**config.mk**
```make
export PLATFORM = sky130hd
export DESIGN_NAME = sync_length_deframer_top
export DESIGN_NICKNAME = d
export VERILOG_FILES = /design/src/slde_pkg.sv /design/src/slde_front.sv /design/src/slde_queue.sv /design/src/slde_back.sv /design/src/sync_length_deframer_top.sv
export VERILOG_INCLUDE_DIRS = /design/src /design/src/src
export SDC_FILE = /design/constraint.sdc
export NUM_CORES = 1
export LEC_CHECK = 0
export BUFFER_PORTS_ARGS = -buffer_cell sky130_fd_sc_hd__buf_4
export CAP_MARGIN = 20
export CORE_AREA = 2 2 156 158
export CTS_CLUSTER_DIAMETER = 40
export DETAILED_ROUTE_END_ITERATION = 10
export DIE_AREA = 0 0 158 160
export PLACE_DENSITY = 0.43
export SETUP_SLACK_MARGIN = 0.15
export SLEW_MARGIN = 20
export SYNTH_ARGS = -nofsm -noshare
export SYNTH_HDL_FRONTEND = slang
export SYNTH_HIERARCHICAL = 1
export SYNTH_SLANG_ARGS = --single-unit
```
**constraint.sdc**
```tcl
create_clock -name i_clk -period 4.21 [get_ports i_clk]
set_input_delay 0.421 -clock i_clk [delete_from_list [all_inputs] [get_ports i_clk]]
set_output_delay 0.421 -clock i_clk [all_outputs]
set_load 0.02 [all_outputs]
```
**src/assert_macros.svh**
```systemverilog
// ----------------------------------------------------------------------------
// Assertion macros
// Shared helpers for concurrent assertions; empty when SYNTHESIS is defined.
// ----------------------------------------------------------------------------
`ifndef ASSERT_MACROS_SVH
`define ASSERT_MACROS_SVH

`ifndef SYNTHESIS

// Property must hold at every clock edge outside reset.
`define ASSERT_CLK(lbl, clk, rst_n, prop, msg) \
    lbl: assert property (@(posedge clk) disable iff (!rst_n) (prop)) else $error(msg);

// Condition must never be true at a clock edge outside reset.
`define ASSERT_NEVER(lbl, clk, rst_n, cond, msg) \
    lbl: assert property (@(posedge clk) disable iff (!rst_n) !(cond)) else $error(msg);

`else

`define ASSERT_CLK(lbl, clk, rst_n, prop, msg)
`define ASSERT_NEVER(lbl, clk, rst_n, cond, msg)

`endif

`endif

```
**src/slde_pkg.sv**
```systemverilog
// ----------------------------------------------------------------------------
// Sync/length deframer package
// Types, register indexes and reset values shared by the deframer modules.
// ----------------------------------------------------------------------------
package slde_pkg;

    // Configuration register indexes.
    localparam int CfgIdxW = 1;
    localparam logic [CfgIdxW-1:0] CFG_SYNC_VALUE = 1'b0;
    localparam logic [CfgIdxW-1:0] CFG_MAX_LENGTH = 1'b1;
    localparam int CfgDataW = 16;

    // Register reset values.
    localparam logic [7:0]  SYNC_VALUE_RST = 8'h3C;
    localparam logic [15:0] MAX_LENGTH_RST = 16'd172;

    // Default depth of the queue between parser and output stage.
    localparam int SLDE_QUEUE_DEPTH = 4;

    // Kind of result produced by the parser.
    typedef enum logic [1:0] {
        KIND_DATA  = 2'd0,
        KIND_EMPTY = 2'd1,
        KIND_ABORT = 2'd2
    } t_slde_kind;

    // One classified result waiting in the queue.
    typedef struct packed {
        t_slde_kind kind;
        logic [7:0] data;
        logic       last;
        logic       first;
    } t_slde_item;

endpackage

```
**src/slde_front.sv**
```systemverilog
// ----------------------------------------------------------------------------
// Deframer parser
// Holds the configuration registers and the header/payload state machine,
// and turns each accepted byte into at most one classified result.
// ----------------------------------------------------------------------------
`include "assert_macros.svh"

module slde_front (
    input  logic                              i_clk,
    input  logic                              i_rst_n,
    input  logic                              i_cfg_we,
    input  logic [slde_pkg::CfgIdxW-1:0]      i_cfg_idx,
    input  logic [slde_pkg::CfgDataW-1:0]     i_cfg_data,
    input  logic                              i_accept,
    input  logic [7:0]                        i_rx_byte,
    input  logic                              i_conn_reset,
    output logic                              o_push,
    output slde_pkg::t_slde_item              o_item
);
    import slde_pkg::*;

    typedef enum logic [3:0] {
        ST_HUNT = 4'b0001,
        ST_LOW  = 4'b0010,
        ST_HIGH = 4'b0100,
        ST_DATA = 4'b1000
    } t_state;

    t_state      r_state, n_state;
    logic [7:0]  r_length_low, n_length_low;
    logic [15:0] r_frame_length, n_frame_length;
    logic [15:0] r_bytes_seen, n_bytes_seen;
    logic        r_spoke, n_spoke;
    logic [7:0]  r_sync_value;
    logic [15:0] r_max_length;

    logic [15:0] hdr_len;
    logic [15:0] seen_inc;
    logic        data_last;

    assign hdr_len   = {i_rx_byte, r_length_low};
    assign seen_inc  = r_bytes_seen + 16'd1;
    assign data_last = (seen_inc >= r_frame_length);

    always_comb begin
        n_state        = r_state;
        n_length_low   = r_length_low;
        n_frame_length = r_frame_length;
        n_bytes_seen   = r_bytes_seen;
        n_spoke        = r_spoke;
        o_push         = 1'b0;
        o_item.kind    = KIND_DATA;
        o_item.data    = i_rx_byte;
        o_item.last    = 1'b0;
        o_item.first   = ~r_spoke;

        if (i_accept) begin
            if (i_conn_reset) begin
                // A frame whose payload already started is reported as cut off.
                if ((r_state == ST_DATA) && (r_bytes_seen != 16'd0)) begin
                    o_push      = 1'b1;
                    o_item.kind = KIND_ABORT;
                end
                n_state        = ST_HUNT;
                n_length_low   = 8'd0;
                n_frame_length = 16'd0;
                n_bytes_seen   = 16'd0;
                n_spoke        = 1'b0;
            end else begin
                case (r_state)
                    ST_HUNT: begin
                        if (i_rx_byte == r_sync_value) begin
                            n_state = ST_LOW;
                        end
                    end
                    ST_LOW: begin
                        n_length_low = i_rx_byte;
                        n_state      = ST_HIGH;
                    end
                    ST_HIGH: begin
                        if (hdr_len > r_max_length) begin
                            // False sync: rescan the two length bytes.
                            if (r_length_low == r_sync_value) begin
                                n_length_low = i_rx_byte;
                                n_state      = ST_HIGH;
                            end else if (i_rx_byte == r_sync_value) begin
                                n_state = ST_LOW;
                            end else begin
                                n_state = ST_HUNT;
                            end
                        end else if (hdr_len == 16'd0) begin
                            o_push      = 1'b1;
                            o_item.kind = KIND_EMPTY;
                            o_item.last = 1'b1;
                            n_spoke     = 1'b1;
                            n_state     = ST_HUNT;
                        end else begin
                            n_frame_length = hdr_len;
                            n_bytes_seen   = 16'd0;
                            n_state        = ST_DATA;
                        end
                    end
                    ST_DATA: begin
                        n_bytes_seen = seen_inc;
                        o_push       = 1'b1;
                        o_item.last  = data_last;
                        if (data_last) begin
                            n_spoke = 1'b1;
                            n_state = ST_HUNT;
                        end
                    end
                    default: begin
                        n_state = ST_HUNT;
                    end
                endcase
            end
        end
    end

    always_ff @(posedge i_clk) begin
        if (!i_rst_n) begin
            r_state        <= ST_HUNT;
            r_length_low   <= 8'd0;
            r_frame_length <= 16'd0;
            r_bytes_seen   <= 16'd0;
            r_spoke        <= 1'b0;
        end else begin
            r_state        <= n_state;
            r_length_low   <= n_length_low;
            r_frame_length <= n_frame_length;
            r_bytes_seen   <= n_bytes_seen;
            r_spoke        <= n_spoke;
        end
    end

    always_ff @(posedge i_clk) begin
        if (!i_rst_n) begin
            r_sync_value <= SYNC_VALUE_RST;
            r_max_length <= MAX_LENGTH_RST;
        end else if (i_cfg_we) begin
            case (i_cfg_idx)
                CFG_SYNC_VALUE: r_sync_value <= i_cfg_data[7:0];
                CFG_MAX_LENGTH: r_max_length <= i_cfg_data[15:0];
                default: ;
            endcase
        end
    end

    // Payload phase is only entered with a nonzero length and left on the last byte.
    `ASSERT_CLK(a_data_len_nonzero, i_clk, i_rst_n, (r_state != ST_DATA) || (r_frame_length != 16'd0), "payload phase with zero length")
    `ASSERT_CLK(a_data_seen_below, i_clk, i_rst_n, (r_state != ST_DATA) || (r_bytes_seen < r_frame_length), "payload count reached length without leaving payload phase")

endmodule

```
**src/slde_queue.sv**
```systemverilog
// ----------------------------------------------------------------------------
// Deframer result queue
// Small FIFO of classified results between the parser and the output stage.
// ----------------------------------------------------------------------------
`include "assert_macros.svh"

module slde_queue #(
    parameter int DEPTH = slde_pkg::SLDE_QUEUE_DEPTH
) (
    input  logic                 i_clk,
    input  logic                 i_rst_n,
    input  logic                 i_push,
    input  slde_pkg::t_slde_item i_item,
    output logic                 o_full,
    input  logic                 i_pop,
    output logic                 o_empty,
    output slde_pkg::t_slde_item o_item
);
    import slde_pkg::*;

    localparam int PtrW = (DEPTH > 1) ? $clog2(DEPTH) : 1;
    localparam int CntW = $clog2(DEPTH + 1);

    t_slde_item    r_mem [DEPTH];
    logic [PtrW-1:0] r_wr_ptr, r_rd_ptr;
    logic [CntW-1:0] r_count;
    logic            do_push, do_pop;

    assign o_full  = (r_count == CntW'(DEPTH));
    assign o_empty = (r_count == '0);
    assign do_push = i_push && !o_full;
    assign do_pop  = i_pop && !o_empty;
    assign o_item  = r_mem[r_rd_ptr];

    always_ff @(posedge i_clk) begin
        if (do_push) begin
            r_mem[r_wr_ptr] <= i_item;
        end
    end

    always_ff @(posedge i_clk) begin
        if (!i_rst_n) begin
            r_wr_ptr <= '0;
            r_rd_ptr <= '0;
            r_count  <= '0;
        end else begin
            if (do_push) begin
                r_wr_ptr <= (r_wr_ptr == PtrW'(DEPTH - 1)) ? '0 : r_wr_ptr + 1'b1;
            end
            if (do_pop) begin
                r_rd_ptr <= (r_rd_ptr == PtrW'(DEPTH - 1)) ? '0 : r_rd_ptr + 1'b1;
            end
            case ({do_push, do_pop})
                2'b10:   r_count <= r_count + 1'b1;
                2'b01:   r_count <= r_count - 1'b1;
                default: r_count <= r_count;
            endcase
        end
    end

    `ASSERT_NEVER(a_no_push_full, i_clk, i_rst_n, i_push && o_full, "request pushed into a full queue")
    `ASSERT_CLK(a_count_bound, i_clk, i_rst_n, r_count <= CntW'(DEPTH), "queue count above depth")

endmodule

```
**src/slde_back.sv**
```systemverilog
// ----------------------------------------------------------------------------
// Deframer output stage
// Takes classified results from the queue, expands them into result fields
// and holds them in the output register until they are popped.
// ----------------------------------------------------------------------------
`include "assert_macros.svh"

module slde_back (
    input  logic                 i_clk,
    input  logic                 i_rst_n,
    input  logic                 i_q_empty,
    input  slde_pkg::t_slde_item i_q_item,
    output logic                 o_q_pop,
    input  logic                 i_pop,
    output logic                 o_empty,
    output logic [7:0]           o_payload_byte,
    output logic                 o_is_last,
    output logic                 o_is_empty,
    output logic                 o_first_of_session,
    output logic                 o_aborted
);
    import slde_pkg::*;

    logic       r_valid;
    logic [7:0] r_payload_byte;
    logic       r_is_last, r_is_empty, r_first, r_aborted;
    logic [7:0] n_payload_byte;
    logic       n_is_last, n_is_empty, n_aborted;

    assign o_q_pop = !i_q_empty && (!r_valid || i_pop);

    always_comb begin
        n_payload_byte = 8'd0;
        n_is_last      = 1'b0;
        n_is_empty     = 1'b0;
        n_aborted      = 1'b0;
        case (i_q_item.kind)
            KIND_DATA: begin
                n_payload_byte = i_q_item.data;
                n_is_last      = i_q_item.last;
            end
            KIND_EMPTY: begin
                n_is_last  = 1'b1;
                n_is_empty = 1'b1;
            end
            KIND_ABORT: begin
                n_aborted = 1'b1;
            end
            default: ;
        endcase
    end

    always_ff @(posedge i_clk) begin
        if (!i_rst_n) begin
            r_valid <= 1'b0;
        end else if (o_q_pop) begin
            r_valid <= 1'b1;
        end else if (i_pop) begin
            r_valid <= 1'b0;
        end
    end

    always_ff @(posedge i_clk) begin
        if (o_q_pop) begin
            r_payload_byte <= n_payload_byte;
            r_is_last      <= n_is_last;
            r_is_empty     <= n_is_empty;
            r_first        <= i_q_item.first;
            r_aborted      <= n_aborted;
        end
    end

    assign o_empty            = !r_valid;
    assign o_payload_byte     = r_payload_byte;
    assign o_is_last          = r_is_last;
    assign o_is_empty         = r_is_empty;
    assign o_first_of_session = r_first;
    assign o_aborted          = r_aborted;

    // A waiting result in the queue fills an idle output register right away.
    `ASSERT_CLK(a_refill, i_clk, i_rst_n, (!r_valid && !i_q_empty) |=> r_valid, "output stage did not take a waiting result")

endmodule

```
**src/sync_length_deframer_top.sv**
```systemverilog
// ----------------------------------------------------------------------------
// Sync/length deframer, top level
// Finds sync + 16-bit little-endian length frames in a byte stream.
// ----------------------------------------------------------------------------
// The block takes one received byte per request and sustains one byte per
// clock cycle in both directions while full is low and pop is high. Each
// byte is classified by the parser in the cycle it is accepted; a result it
// causes is written into a small queue and then into the output register
// driving the result ports, held there while pop is low. full rises only when
// the queue holds QUEUE_DEPTH results and the output register is occupied,
// so input keeps flowing while the consumer stalls. Frames start with the sync
// byte (register 0), then a length low and high byte; payload bytes are
// passed on one per result with the final one marked is_last. A length of
// zero gives a single marker with is_last and is_empty set. A length above
// max_length (register 1) is treated as a false sync and the two length
// bytes are rescanned as possible sync bytes. A request with conn_reset set
// ignores its data byte, restarts the session and, if payload of a frame
// was already passed on, gives one marker with aborted set. first_of_session
// stays set on results until the first frame of a session completes.
// Configuration must only be written while no results are pending.
// ----------------------------------------------------------------------------
module sync_length_deframer_top #(
    parameter int QUEUE_DEPTH = slde_pkg::SLDE_QUEUE_DEPTH
) (
    input  logic                          i_clk,
    input  logic                          i_rst_n,
    // Configuration write port.
    input  logic                          i_cfg_we,
    input  logic [slde_pkg::CfgIdxW-1:0]  i_cfg_idx,
    input  logic [slde_pkg::CfgDataW-1:0] i_cfg_data,
    // Input side.
    input  logic                          push,
    output logic                          full,
    input  logic [7:0]                    i_rx_byte,
    input  logic                          i_conn_reset,
    // Result side.
    output logic                          empty,
    input  logic                          pop,
    output logic [7:0]                    o_payload_byte,
    output logic                          o_is_last,
    output logic                          o_is_empty,
    output logic                          o_first_of_session,
    output logic                          o_aborted
);
    import slde_pkg::*;

    logic       accept;
    logic       f_push;
    t_slde_item f_item;
    logic       q_full, q_empty, q_pop;
    t_slde_item q_item;

    // A request is taken whenever the queue has room; the parser is never busy.
    assign full   = q_full;
    assign accept = push && !q_full;

    slde_front u_front (
        .i_clk        (i_clk),
        .i_rst_n      (i_rst_n),
        .i_cfg_we     (i_cfg_we),
        .i_cfg_idx    (i_cfg_idx),
        .i_cfg_data   (i_cfg_data),
        .i_accept     (accept),
        .i_rx_byte    (i_rx_byte),
        .i_conn_reset (i_conn_reset),
        .o_push       (f_push),
        .o_item       (f_item)
    );

    slde_queue #(
        .DEPTH (QUEUE_DEPTH)
    ) u_queue (
        .i_clk   (i_clk),
        .i_rst_n (i_rst_n),
        .i_push  (f_push),
        .i_item  (f_item),
        .o_full  (q_full),
        .i_pop   (q_pop),
        .o_empty (q_empty),
        .o_item  (q_item)
    );

    // The output stage refills its register from the queue each cycle it is
    // free or its current result is being popped.
    slde_back u_back (
        .i_clk              (i_clk),
        .i_rst_n            (i_rst_n),
        .i_q_empty          (q_empty),
        .i_q_item           (q_item),
        .o_q_pop            (q_pop),
        .i_pop              (pop),
        .o_empty            (empty),
        .o_payload_byte     (o_payload_byte),
        .o_is_last          (o_is_last),
        .o_is_empty         (o_is_empty),
        .o_first_of_session (o_first_of_session),
        .o_aborted          (o_aborted)
    );

endmodule
```
# Yosys cells after proc, flatten, opt, wreduce, memory -nomap -nowiden
# Memories as Yosys holds them, arrays and structs flattened. A register that Yosys moved wholly into a read port is not among the register bits.
# Index checks and enable logic that the tools add are counted.
dict set report classes {
  addsub 5
  magnitude_cmp 2
  n_mux 52
  bitwise 2
  eq_ne 22
  reduce_logical 25
}
# operator count
set ops {}
lappend ops {{$mux W16} 7}
lappend ops {{$pmux W16 S2} 1}
lappend ops {{$mux W4} 6}
lappend ops {{$mux W8} 3}
lappend ops {{$mux W2} 10}
lappend ops {{$mux W1} 18}
lappend ops {{$add A16 B1 Y16 const B} 1}
lappend ops {{$eq A8 B8 Y1} 2}
lappend ops {{$ge A16 B16 Y1} 1}
lappend ops {{$gt A16 B16 Y1} 1}
lappend ops {{$logic_not A16 Y1} 1}
lappend ops {{$pmux W4 S4} 1}
lappend ops {{$pmux W8 S2} 1}
lappend ops {{$reduce_bool A16 Y1} 1}
lappend ops {{$ne A3 B2 Y1 const B} 5}
lappend ops {{$reduce_and A4 Y1} 3}
lappend ops {{$eq A2 B2 Y1 const B} 4}
lappend ops {{$pmux W1 S2} 4}
lappend ops {{$ne A3 B3 Y1 const B} 2}
lappend ops {{$pmux W3 S2} 1}
lappend ops {{$reduce_bool A2 Y1} 3}
lappend ops {{$reduce_bool A3 Y1} 2}
lappend ops {{$logic_and A1 B1 Y1} 5}
lappend ops {{$reduce_and A5 Y1} 1}
lappend ops {{other kinds (17)} 24}
dict set report totals {
  mem_bits_rw 48
  ff_bits 89
  word_cells 125
  memories 1
}
# memory depth word_bits rd rd_ports_with_merged_regs write_ports line_no
set memory_table {}
lappend memory_table {u_queue.r_mem 4 12 1 1 1 slde_queue.sv:24} ;# t_slde_item r_mem [DEPTH];

# Depth between registers and ports, before layout
# Gate-level depths: netlist of the first run.
dict set report logic_depth {
  ltp_word 9
  depth_mapped 17
}

# Cells and area by module
# Netlist of the first run, hierarchy kept.
# mod seq_area_each_um2 instances cells_each area_each_um2
set modules_own_cells {}
lappend modules_own_cells {slde_front 1381.3 1 511 4224.1}
lappend modules_own_cells {slde_queue 1621.6 1 118 2238.4}
lappend modules_own_cells {slde_back 380.4 1 30 485.5}
lappend modules_own_cells {sync_length_deframer_top 0.0 1 1 13.8}

# Least setup slack after synthesis of the first run
# Ideal clock, no wire load.
dict set report synth_path {
  path_kind {in2reg}
  start {in i_rx_byte[5]}
  end {reg u_queue.r_count[2]}
  slack_ns 0.835
  t_required_ns 4.134
  setup_ns 0.076
  path_buffers 1
  arrival_ns 3.299
  stages 16
  path_cell_list {ha_1 > nand4_2 > nor4_2 > a21boi_2 > o31ai_1 > a31oi_1 > a211oi_1 > nor2b_1 > buf_6 > inv_1 > ha_1 > inv_1 > fa_1 > xor2_1 > or3_1 > a21boi_0}
}
dict set report synth_between {
  elab_chain_cells 9
  word_cells_on_any_way 12
  classes_between {order compare (1); eq/ne (2); mux (6); reduce/logical (3)}
}
# element line_no
set synth_lines {}
lappend synth_lines {{start: declaration} sync_length_deframer_top.sv:34} ;# input logic [7:0] i_rx_byte,
lappend synth_lines {{branches (longest 2 deep; another with $gt A16 B16 Y1)} --}
lappend synth_lines {{$mux W1 *} slde_front.sv:81} ;# if (hdr_len > r_max_length) begin
lappend synth_lines {{$pmux W1 S2 *} slde_front.sv:70} ;# case (r_state)
lappend synth_lines {{$mux W1 *} slde_front.sv:58} ;# if (i_conn_reset) begin
lappend synth_lines {{$mux W1 *} slde_front.sv:57} ;# if (i_accept) begin
lappend synth_lines {{via f_push} sync_length_deframer_top.sv:48} ;# logic f_push;
lappend synth_lines {{$logic_and A1 B1 Y1 *} slde_queue.sv:31} ;# assign do_push = i_push && !o_full;
lappend synth_lines {{$eq A2 B1 Y1 or $eq A2 B2 Y1 (tied branches)} slde_queue.sv:53} ;# case ({do_push, do_pop})
lappend synth_lines {{$pmux W3 S2 or $reduce_bool A2 Y1 (tied branches)} --}
lappend synth_lines {{end signal: assignment} slde_queue.sv:54} ;# 2'b10: r_count <= r_count + 1'b1;
lappend synth_lines {{end signal: assignment} slde_queue.sv:55} ;# 2'b01: r_count <= r_count - 1'b1;
lappend synth_lines {{end signal: assignment} slde_queue.sv:56} ;# default: r_count <= r_count;
lappend synth_lines {{end: declaration} slde_queue.sv:26} ;# logic [CntW-1:0] r_count;
# Mark *: on every way through the listed nets, which the timed path passes.
# A chain may end at the register's enable or synchronous reset.

# Worst setup path in the final report of the first run
dict set report layout_path {
  start {reg u_front.r_bytes_seen[2]}
  end {reg u_front.r_state[3]}
}
dict set report layout_between {
  elab_chain_cells 4
}
# element line_no
set layout_lines {}
lappend layout_lines {{start: declaration} slde_front.sv:32} ;# logic [15:0] r_bytes_seen, n_bytes_seen;
lappend layout_lines {{start signal: assignment} slde_front.sv:131} ;# r_bytes_seen <= n_bytes_seen;
lappend layout_lines {{$add A16 B1 Y16} slde_front.sv:42} ;# assign seen_inc = r_bytes_seen + 16'd1;
lappend layout_lines {{$ge A16 B16 Y1} slde_front.sv:43} ;# assign data_last = (seen_inc >= r_frame_length);
lappend layout_lines {{$ne A3 B2 Y1 (no source line)} --}
lappend layout_lines {{$reduce_and A3 Y1 (no source line)} --}
lappend layout_lines {{end signal: assignment} slde_front.sv:128} ;# r_state <= n_state;
lappend layout_lines {{end: declaration} slde_front.sv:29} ;# t_state r_state, n_state;
# Every way passes these cells.

==> impl_metrics.tcl, run 1 <==
set metrics [dict create \
    std_cell_rows 57 \
    grt_max_degree 47 \
    cts-root-buf "clkbuf_16" \
    yosysSeqAreaShare_pct 48.6 \
    grt_overflow 0 \
    cts.sinks 139 \
    die_w_microns 158 \
    async_flop_share_pct 0 \
    finalClockSkew_ns 0.00983 \
    required_ns 4.53 \
    gr-usage-all-layers_pct 13.9 \
    first_iter_violations 314 \
    grt_pass1_wl_mm 26.6 \
    area_growth_pct 17.2 \
    finalNonFillerCells 1027 \
    dp_hpwl_mm 12.2 \
    post-route-period-util_pct 85.6 \
    syn_nets 732 \
    setup_viol 0 \
    crit_path_start_kind "register" \
    syn-cell-area_sq_um 6960 \
    top_usage_layer "met2" \
    antenna_cells 0 \
    use_met3_pct 2.90 \
    fin_ws_ns 0.608 \
    setup_tns_ns 0 \
    fmax_ghz 0.278 \
    antenna_found_initial 0 \
    vias 4879 \
    fillers 2408 \
    post-route-min-period_ns 3.60 \
    synth.distinct_cells 69 \
    hold_path.class "in2reg" \
    arrival_ns 3.92 \
    initial_utilization_pct 29.2 \
    wire_per_inst_microns 16.1 \
    io_pins 45 \
    yosys_register_bits 139 \
    post_cts_buffers 0 \
    ctsHoldBuffers 0 \
    place_congestion 0.865 \
    syn_area_per_cell_sq_um 10.5 \
    cap_viol_max_count 0 \
    crit_path_max_fanout 8 \
    rsz0062_at_grt "false" \
    ant_nets 0 \
    drive_gt1_share_pct 16.1 \
    drv_slew 0 \
    synth_edf_count 60 \
    dr.pass1.iters 4 \
    routed_via_density 4.75 \
    numCtsBuffers 17 \
    synthCells 660 \
    power_density_nw_per_um2 382 \
    post_cts_resized 0 \
    clkLatencyLatePin_ns 0.43 \
    htree_num_levels 4 \
    dieArea_sq_um 25300 \
    dp.cells 995 \
    die_h_microns 160 \
    total_leakage_power_nw 2.97 \
    fin_nets 762 \
    wirelength_mm 16.6 \
    clk_pin_slew_worst_paths_ns 0.06 \
    remaining_drc_errors 0 \
    cts_tree "yes" \
    grt_pass1_vias 5010 \
    end_kind "register" \
    clockBufferDepth 2 \
    ys_warn_count 6 \
    core_area_sq_um 23800 \
    gr-usage-met2_pct 23.6 \
    synthFlopType "dfxtp_1" \
    dp_slack_ns 0.443 \
    peakVddDrop_mv 0.232 \
    grtUsageMet1_pct 17.2 \
    portBuffers 44 \
    slew_headroom_pct 30.0 \
    status "completed" \
    hold_ws_ns 0.217 \
    critical_path_class "reg2reg" \
    hold_viol 0 \
    tightest_slew_ns 1.05 \
]
==> placed cells by master (no fill, tap or decap), types with 12 or more instances in the layout <==
cell / instances
a21boi_0: 17
a21oi_1: 13
and2_1: 13
buf_4: 50
clkbuf_16: 19
dfxtp_1: 79
edfxtp_1: 60
ha_1: 40
inv_1: 62
mux4_2: 12
nand2_1: 89
nand3_1: 22
nor2_1: 22
o2bb2ai_1: 16
xnor2_1: 24
==> path summary, 6_finish.rpt <==
check                                          startpoint                         to  slack, ns  depth (start not counted)
worst max-delay path              u_front/r_bytes_seen[2]         u_front/r_state[3]       0.61                         12
worst min-delay path                        i_cfg_data[4]    u_front/r_sync_value[4]       0.22                          3
worst max register to register    u_front/r_bytes_seen[2]         u_front/r_state[3]       0.61                         12
worst min register to register  u_front/r_frame_length[1]  u_front/r_frame_length[1]       0.46                          2
==> critical path, stage by stage (launching register included) <==
cell      delay (ns)
dfxtp_1         0.46
nand3_1         0.22
nor3_2          0.32
nand3_1         0.22
nor3_1          0.27
xor2_1          0.13
ha_1            0.33
and4_1          0.23
nand2_1         0.10
o41ai_1         0.43
o311ai_2        0.19
or3_1           0.36
o41ai_1         0.24
==> layer usage <==
metal,up-vias,routed length [microns],part of all wire (%)
met3,30,855,5.2
met2,117,8070,49
li1,2401,-,-
met1,2331,7300,44
met4,0,351,2.1
met5,-,0,0
==> kinds of logic after synthesis <==
group | after synthesis | synth area share (%)
compound gates | 117 | 13.4
flops | 139 | 48.6
buf+inv | 101 | 6.33
fa+ha+maj | 41 | 7.48
xor+xnor | 32 | 4.03
simple gates | 216 | 16.0
mux | 14 | 4.17
==> stage by stage <==
step | total power [mW] | instance area [sq um] | utilization, %
global placement | 1.59 | 7530 | 31.6
detailed placement | 1.60 | 7530 | 31.6
global route | 3.23 | 8160 | 34.3
finish | 3.12 | 8160 | 34.3
CTS | 3.16 | 8160 | 34.3
floorplan | 1.54 | 6960 | -
==> synth_stat cells, types with 11 or more instances <==
library cell / count / area, sq um
nand2_1: 89 / 334
nand3_1: 22 / 110
nor2b_1: 11 / 68.8
dfxtp_1: 79 / 1580
o21ai_0: 11 / 55.1
clkbuf_1: 22 / 82.6
and2_1: 13 / 81.3
mux4_2: 12 / 270
edfxtp_1: 60 / 1800
nor2_1: 22 / 82.6
inv_1: 62 / 233
xnor2_1: 24 / 210
a21oi_1: 13 / 65.1
nand4_1: 11 / 68.8
o2bb2ai_1: 16 / 140
a21boi_0: 17 / 128
ha_1: 40 / 500
==> registers in the layout, indices dropped and copies added, names as in the netlist, named ones only <==
register                   cells
u_back/o_payload_byte          8
u_front/r_max_length          16
u_front/r_spoke                1
u_back/o_aborted               1
u_queue/r_mem                 48
u_front/r_length_low           8
u_back/o_first_of_session      1
u_back/r_valid                 1
u_front/r_sync_value           8
u_queue/r_count                3
u_queue/r_wr_ptr               2
u_back/o_is_last               1
u_queue/r_rd_ptr               2
u_front/r_frame_length        16
u_front/r_state                4
u_front/r_bytes_seen          16
u_back/o_is_empty              1
==> where the power goes <==
| part | switching (mW) | internal (mW) |
|---|---|---|
| registers | 0.00880 | 1.41 |
| clock network | 0.560 | 0.992 |
| logic | 0.0880 | 0.0584 |
==> layout make-up <==
| cell class | count | area (sq um) | area share [%] |
|---|---|---|---|
| Multi-Input combinational cell | 420 | 3140 | 38.4 |
| Sequential cell | 139 | 3380 | 41.5 |
| Timing Repair Buffer | 50 | 375 | 4.60 |
| Inverter | 62 | 233 | 2.85 |
| Clock inverter | 8 | 103 | 1.26 |
| Clock buffer | 24 | 524 | 6.42 |
| Tap cell | 324 | 405 | 4.97 |
No activity file was read; power rests on OpenSTA's default activity.
==> inputs of run 2 (changes only) <==
--- a/config.mk
+++ b/config.mk
@@ -10,7 +10,8 @@
 export CAP_MARGIN = 20
-export CORE_AREA = 2 2 156 158
+export CORE_AREA = 2 2 110 112
 export CTS_CLUSTER_DIAMETER = 40
 export DETAILED_ROUTE_END_ITERATION = 10
-export DIE_AREA = 0 0 158 160
-export PLACE_DENSITY = 0.43
+export DIE_AREA = 0 0 112 114
+export MAX_ROUTING_LAYER = met4
+export PLACE_DENSITY = 0.77
 export SETUP_SLACK_MARGIN = 0.15
==> constraint.sdc (replaced) <==
create_clock -name i_clk -period 4.21 [get_ports i_clk]
set_input_delay 0.842 -clock i_clk [delete_from_list [all_inputs] [get_ports i_clk]]
set_output_delay 0.842 -clock i_clk [all_outputs]
set_load 0.02 [all_outputs]
==> impl_metrics.tcl, run 2 (same netlist as run 1, synthesis figures left out) <==
set metrics [dict create \
    status "completed" \
    min_from "u_front/r_frame_length[3]" \
    place_congestion 0.874 \
    final_common_cell "nand2_1" \
    crit_path_start_kind "input pin" \
    wirelength_mm 15.0 \
    regMostFlops "u_queue/r_mem" \
    first_iter_violations 350 \
    finalNonFillerCells 849 \
    worst_path_max_delay_cell "fa_1" \
    tightest_slew_ns 1.11 \
    hold_viol 0 \
    routed_via_density 5.89 \
    power.internal_mw 2.35 \
    dr.pass1.iters 5 \
    p_sw_mw 0.682 \
    worst_r2r_startpoint "u_front/r_bytes_seen[2]" \
    post-route-min-period_ns 3.67 \
    largest_register_ff_count 48 \
    io_pins 45 \
    peakVddDrop_mv 0.274 \
    fin_ws_ns 0.536 \
    grt_pass1_wl_mm 24.4 \
    multi_input_area_sq_um 3150 \
    critical_path_class "in2reg" \
    holdPathEnd "u_front/r_frame_length[3]" \
    vias 4997 \
    crit_path_max_fanout 9 \
    dieArea_sq_um 12800 \
    clk_pin_slew_worst_paths_ns 0.06 \
    power_density_nw_per_um2 384 \
    dp_hpwl_mm 10.3 \
    grt_pass1_vias 4946 \
    seq_power_share_pct 46.9 \
    rr_worst_depth 12 \
    drive_gt1_share_pct 15.8 \
    cp_top_family "adder cells" \
    design_area_sq_um 7890 \
    setup_tns_ns 0 \
    clockBufferDepth 2 \
    worst_path_largest_cell_delay_ns 0.43 \
    dp_slack_ns 0.118 \
    die_h_microns 114 \
    fillers 903 \
    slew_headroom_pct 24.0 \
    arrival_ns 4.01 \
    r2r-end "u_front/r_state[3]" \
    gr-usage-all-layers_pct 25.3 \
    std_cell_rows 40 \
    antenna_found_initial 0 \
    grt_overflow 0 \
    cts-root-buf "clkbuf_16" \
    path_cells "buf_4 > ha_1 > nand4_2 > nor4_2 > a21boi_2 > o31ai_1 > a31oi_1 > a211oi_1 > nor2b_1 > inv_1 > ha_1 > inv_1 > fa_1 > xor2_1 > or3_1 > a21boi_0" \
    hold_path.class "reg2reg" \
    post_cts_buffers 0 \
    switching_share_pct 22.5 \
    drv_slew 0 \
    dpl_cell_area_sq_um 7310 \
    required_ns 4.55 \
    remaining_drc_errors 0 \
    finalClockSkew_ns 0.00914 \
    seq_area_sq_um 3380 \
    ant_nets 0 \
    hold_ws_ns 0.466 \
    fin_nets 761 \
    rsz0062_at_grt "false" \
    numCtsBuffers 17 \
    clkPwrFrac_pct 48.3 \
    htree_num_levels 4 \
    die_w_microns 112 \
    core_area_sq_um 11700 \
    cts.sinks 139 \
    post_cts_resized 0 \
    grt_max_degree 47 \
    reg2reg_slack_ns 0.60 \
    clkLatencyLatePin_ns 0.42 \
    end_kind "register" \
    initial_utilization_pct 59.4 \
    wire_per_inst_microns 17.6 \
    p_comb_share_pct 4.8 \
    dp.cells 817 \
    layout_common_cells "nand2_1, dfxtp_1, inv_1" \
    total_leakage_power_nw 2.93 \
    hold_depth 2 \
    fmax_ghz 0.272 \
    cap_viol_max_count 0 \
    ctsHoldBuffers 0 \
    antenna_cells 0 \
    setup_viol 0 \
    post-route-period-util_pct 87.3 \
    portBuffers 44 \
    area_growth_pct 13.3 \
    cts_tree "yes" \
    path_buf_inv 3 \
]
==> run 2: changes by cell type in the layout (fill, tap and decap cells not counted) <==
cell / previous run / this run
clkbuf_1: 2 / 3
inv_4: 1 / 0
clkinv_2: 2 / 0
clkbuf_8: 3 / 0
o41ai_1: 3 / 2
clkinv_4: 2 / 1
buf_4: 50 / 49
inv_6: 1 / 5
o41ai_2: 0 / 1
clkinv_1: 0 / 1
clkinvlp_4: 0 / 3
clkbuf_16: 19 / 17
==> run 2: metal layers <==
layer | wire, microns | share of wire (%) | vias to the layer above | GRT usage (%)
met1 | 6230 | 42 | 2425 | 29.4
li1 | - | - | 2396 | -
met5 | 0 | 0 | - | -
met2 | 7800 | 52 | 153 | 43.6
met4 | 263 | 1.8 | 0 | 8.86
met3 | 684 | 4.6 | 23 | 5.58
==> run 2: final cells by class <==
type / instances / share of cell area (%)
Multi-Input combinational cell: 420 / 39.9
Clock inverter: 12 / 1.76
Clock buffer: 20 / 5.54
Timing Repair Buffer: 49 / 4.66
Tap cell: 147 / 2.33
Sequential cell: 139 / 42.9
Inverter: 62 / 2.95
==> run 2: how the worst max path moves through the flow <==
stage / from / to / slack (ns) / depth (start not counted)
finish: i_rx_byte[6] / u_queue/r_count[2] / 0.54 / 16
global route: u_front/r_bytes_seen[2] / u_front/r_state[3] / 0.19 / 12
CTS: u_front/r_bytes_seen[2] / u_front/r_state[3] / 0.51 / 12
detailed placement: i_rx_byte[6] / u_queue/r_count[2] / 0.12 / 16
global placement: i_rx_byte[5] / u_queue/r_count[2] / 0.26 / 16
floorplan: i_rx_byte[5] / u_queue/r_count[2] / 0.41 / 16
==> run 2: power groups by stage <==
| stage | clock network (mW) | registers, mW | logic [mW] |
|---|---|---|---|
| CTS | 1.48 | 1.42 | 0.145 |
| global route | 1.54 | 1.42 | 0.160 |
| floorplan | 0 | 1.45 | 0.0933 |
| global placement | 0 | 1.45 | 0.137 |
| finish | 1.46 | 1.42 | 0.147 |
| detailed placement | 0 | 1.45 | 0.143 |
==> run 2: worst reg2reg max path, cell delays in order (launching register included) <==
cell      delay, ns
dfxtp_1        0.47
nand3_1        0.24
nor3_2         0.33
nand3_1        0.22
nor3_1         0.28
xor2_1         0.13
ha_1           0.33
and4_1         0.23
nand2_1        0.12
o41ai_2        0.35
o311ai_2       0.20
or3_1          0.35
o41ai_1        0.26
==> run 2: metrics by stage <==
stage	power, mW	util [%]
after global routing	3.12	67.4
after floorplan	1.54	-
after detailed placement	1.59	62.4
after CTS	3.04	67.3
final	3.03	67.4
after global placement	1.59	62.4
==> inputs of run 3 (changes only) <==
Settings changed: CAP_MARGIN 20 to 30, SKIP_CTS_REPAIR_TIMING set to 1.
Clock period 4.21 ns to 4 ns, I/O delays scaled along.
==> impl_metrics.tcl, run 3 (same netlist as run 1, synthesis figures left out) <==
set metrics [dict create \
    status "completed" \
    worst_r2r_startpoint "u_front/r_bytes_seen[2]" \
    clockBufferDepth 2 \
    total_leakage_power_nw 2.97 \
    grt_pass1_vias 5017 \
    rr_worst_depth 12 \
    gr-usage-all-layers_pct 25.0 \
    r2r-end "u_front/r_state[3]" \
    end_kind "register" \
    antenna_cells 0 \
    grt_pass1_wl_mm 24.1 \
    wirelength_mm 14.6 \
    hold_path.class "reg2reg" \
    fmax_ghz 0.276 \
    drv_slew 0 \
    core_area_sq_um 11700 \
    rsz0062_at_grt "true" \
    crit_path_max_fanout 3 \
    wl_met3_microns 632 \
    cts.sinks 139 \
    regMostFlops "u_queue/r_mem" \
    required_ns 4.35 \
    cap_viol_max_count 0 \
    wl_met1_mm 6.17 \
    path_cells "buf_4 > ha_1 > nand4_2 > nor4_2 > a21boi_2 > o31ai_2 > a31oi_1 > a211oi_1 > nor2b_1 > inv_1 > ha_1 > inv_1 > fa_1 > xor2_1 > or3_1 > a21boi_0" \
    vias 5012 \
    htree_num_levels 4 \
    crit_path_start_kind "input pin" \
    highest_layer "met4" \
    routed_via_density 5.84 \
    post-route-min-period_ns 3.63 \
    remaining_drc_errors 0 \
    holdPathEnd "u_front/r_frame_length[7]" \
    cts_tree "yes" \
    cts-root-buf "clkbuf_16" \
    worst_path_largest_cell_delay_ns 0.44 \
    tightest_slew_ns 0.978 \
    route.met2.wl_mm 7.44 \
    post-route-util_pct 67.8 \
    seq_area_sq_um 3380 \
    post-route-period-util_pct 90.7 \
    critical_path_class "in2reg" \
    layout_common_cells "nand2_1, dfxtp_1, inv_1" \
    fin_nets 770 \
    power_density_nw_per_um2 393 \
    dr.pass1.iters 5 \
    std_cell_rows 40 \
    clkLatencyLatePin_ns 0.43 \
    wire_per_inst_microns 17.0 \
    arrival_ns 3.98 \
    clk_pin_slew_worst_paths_ns 0.06 \
    largest_register_ff_count 48 \
    drive_gt1_share_pct 17.4 \
    initial_utilization_pct 59.4 \
    ant_nets 0 \
    peakVddDrop_mv 0.495 \
    portBuffers 44 \
    hold_depth 2 \
    io_pins 45 \
    final_common_cell "nand2_1" \
    die_w_microns 112 \
    area_growth_pct 14.1 \
    worst_path_max_delay_cell "fa_1" \
    place_congestion 0.920 \
    setup_tns_ns 0 \
    slew_headroom_pct 33.1 \
    min_from "u_front/r_frame_length[7]" \
    finalClockSkew_ns 0.0115 \
    antenna_found_initial 0 \
    fillers 867 \
    reg2reg_slack_ns 0.43 \
    grt_overflow 0 \
    first_iter_violations 397 \
    cp-startpoint "i_rx_byte[5]" \
    grt_max_degree 47 \
    hold_viol 0 \
    dp_hpwl_mm 10.5 \
    multi_input_area_sq_um 3150 \
    numCtsBuffers 17 \
    setup_viol 0 \
    die_h_microns 114 \
    dieArea_sq_um 12800 \
]
run 3: cell types whose count changed in the layout (fill, tap and decap cells not counted), sizes merged:
cell,previous run,this run
inv,67,69
bufinv,2,0
clkbuf,20,17
clkinvlp,3,4
buf,49,58
clkinv,2,4
run 3: worst max-delay path by stage:
stage                              end  slack, ns
global route        u_front/r_state[3]       0.12
finish              u_queue/r_count[2]       0.37
floorplan           u_queue/r_count[2]       0.25
CTS                 u_front/r_state[3]       0.24
detailed placement  u_queue/r_count[2]      -0.08
global placement    u_queue/r_count[2]       0.08
run 3: through the flow:
| step | power [mW] | hold slack, ns | instances | setup WS [ns] | cell area [sq um] |
|---|---|---|---|---|---|
| after floorplan | 1.62 | 0.442 | 660 | 0.246 | 6960 |
| after global placement | 1.68 | 0.453 | 825 | 0.0827 | 7370 |
| after detailed placement | 1.69 | 0.456 | 825 | -0.0850 | 7370 |
| after CTS | 3.14 | 0.469 | 857 | 0.240 | 7920 |
| after global routing | 3.23 | 0.486 | 858 | 0.119 | 7940 |
| final | 3.12 | 0.465 | 858 | 0.373 | 7940 |
run 3: final cells by class:
| class | count | share of cell area [%] |
|---|---|---|
| sequential | 139 | 42.6 |
| multi-input combinational | 420 | 39.7 |
| timing repair buffer | 58 | 5.48 |
| clock buffer | 17 | 5.36 |
| inverter | 62 | 2.93 |
| tap | 147 | 2.32 |
| clock inverter | 15 | 1.65 |
run 3: worst max-delay path, delay by kind of cell:
kind | cells | cell delay (ns)
simple gates | 4 | 0.94
fa+ha+maj | 3 | 0.92
compound gates | 5 | 0.89
buf+inv | 3 | 0.26
xor+xnor | 1 | 0.17
run 3: per-layer routing:
layer / global-route usage, % / vias to the layer above
met2: 42.8 / 131
li1: - / 2421
met5: - / -
met3: 5.26 / 26
met1: 29.2 / 2434
met4: 9.67 / 0
run 3: report_power, final:
part	total [mW]	switching [mW]	internal, mW
Sequential	1.50	0.00954	1.49
Combinational	0.163	0.0955	0.0677
Clock	1.47	0.653	0.813
Total	3.12	0.758	2.37
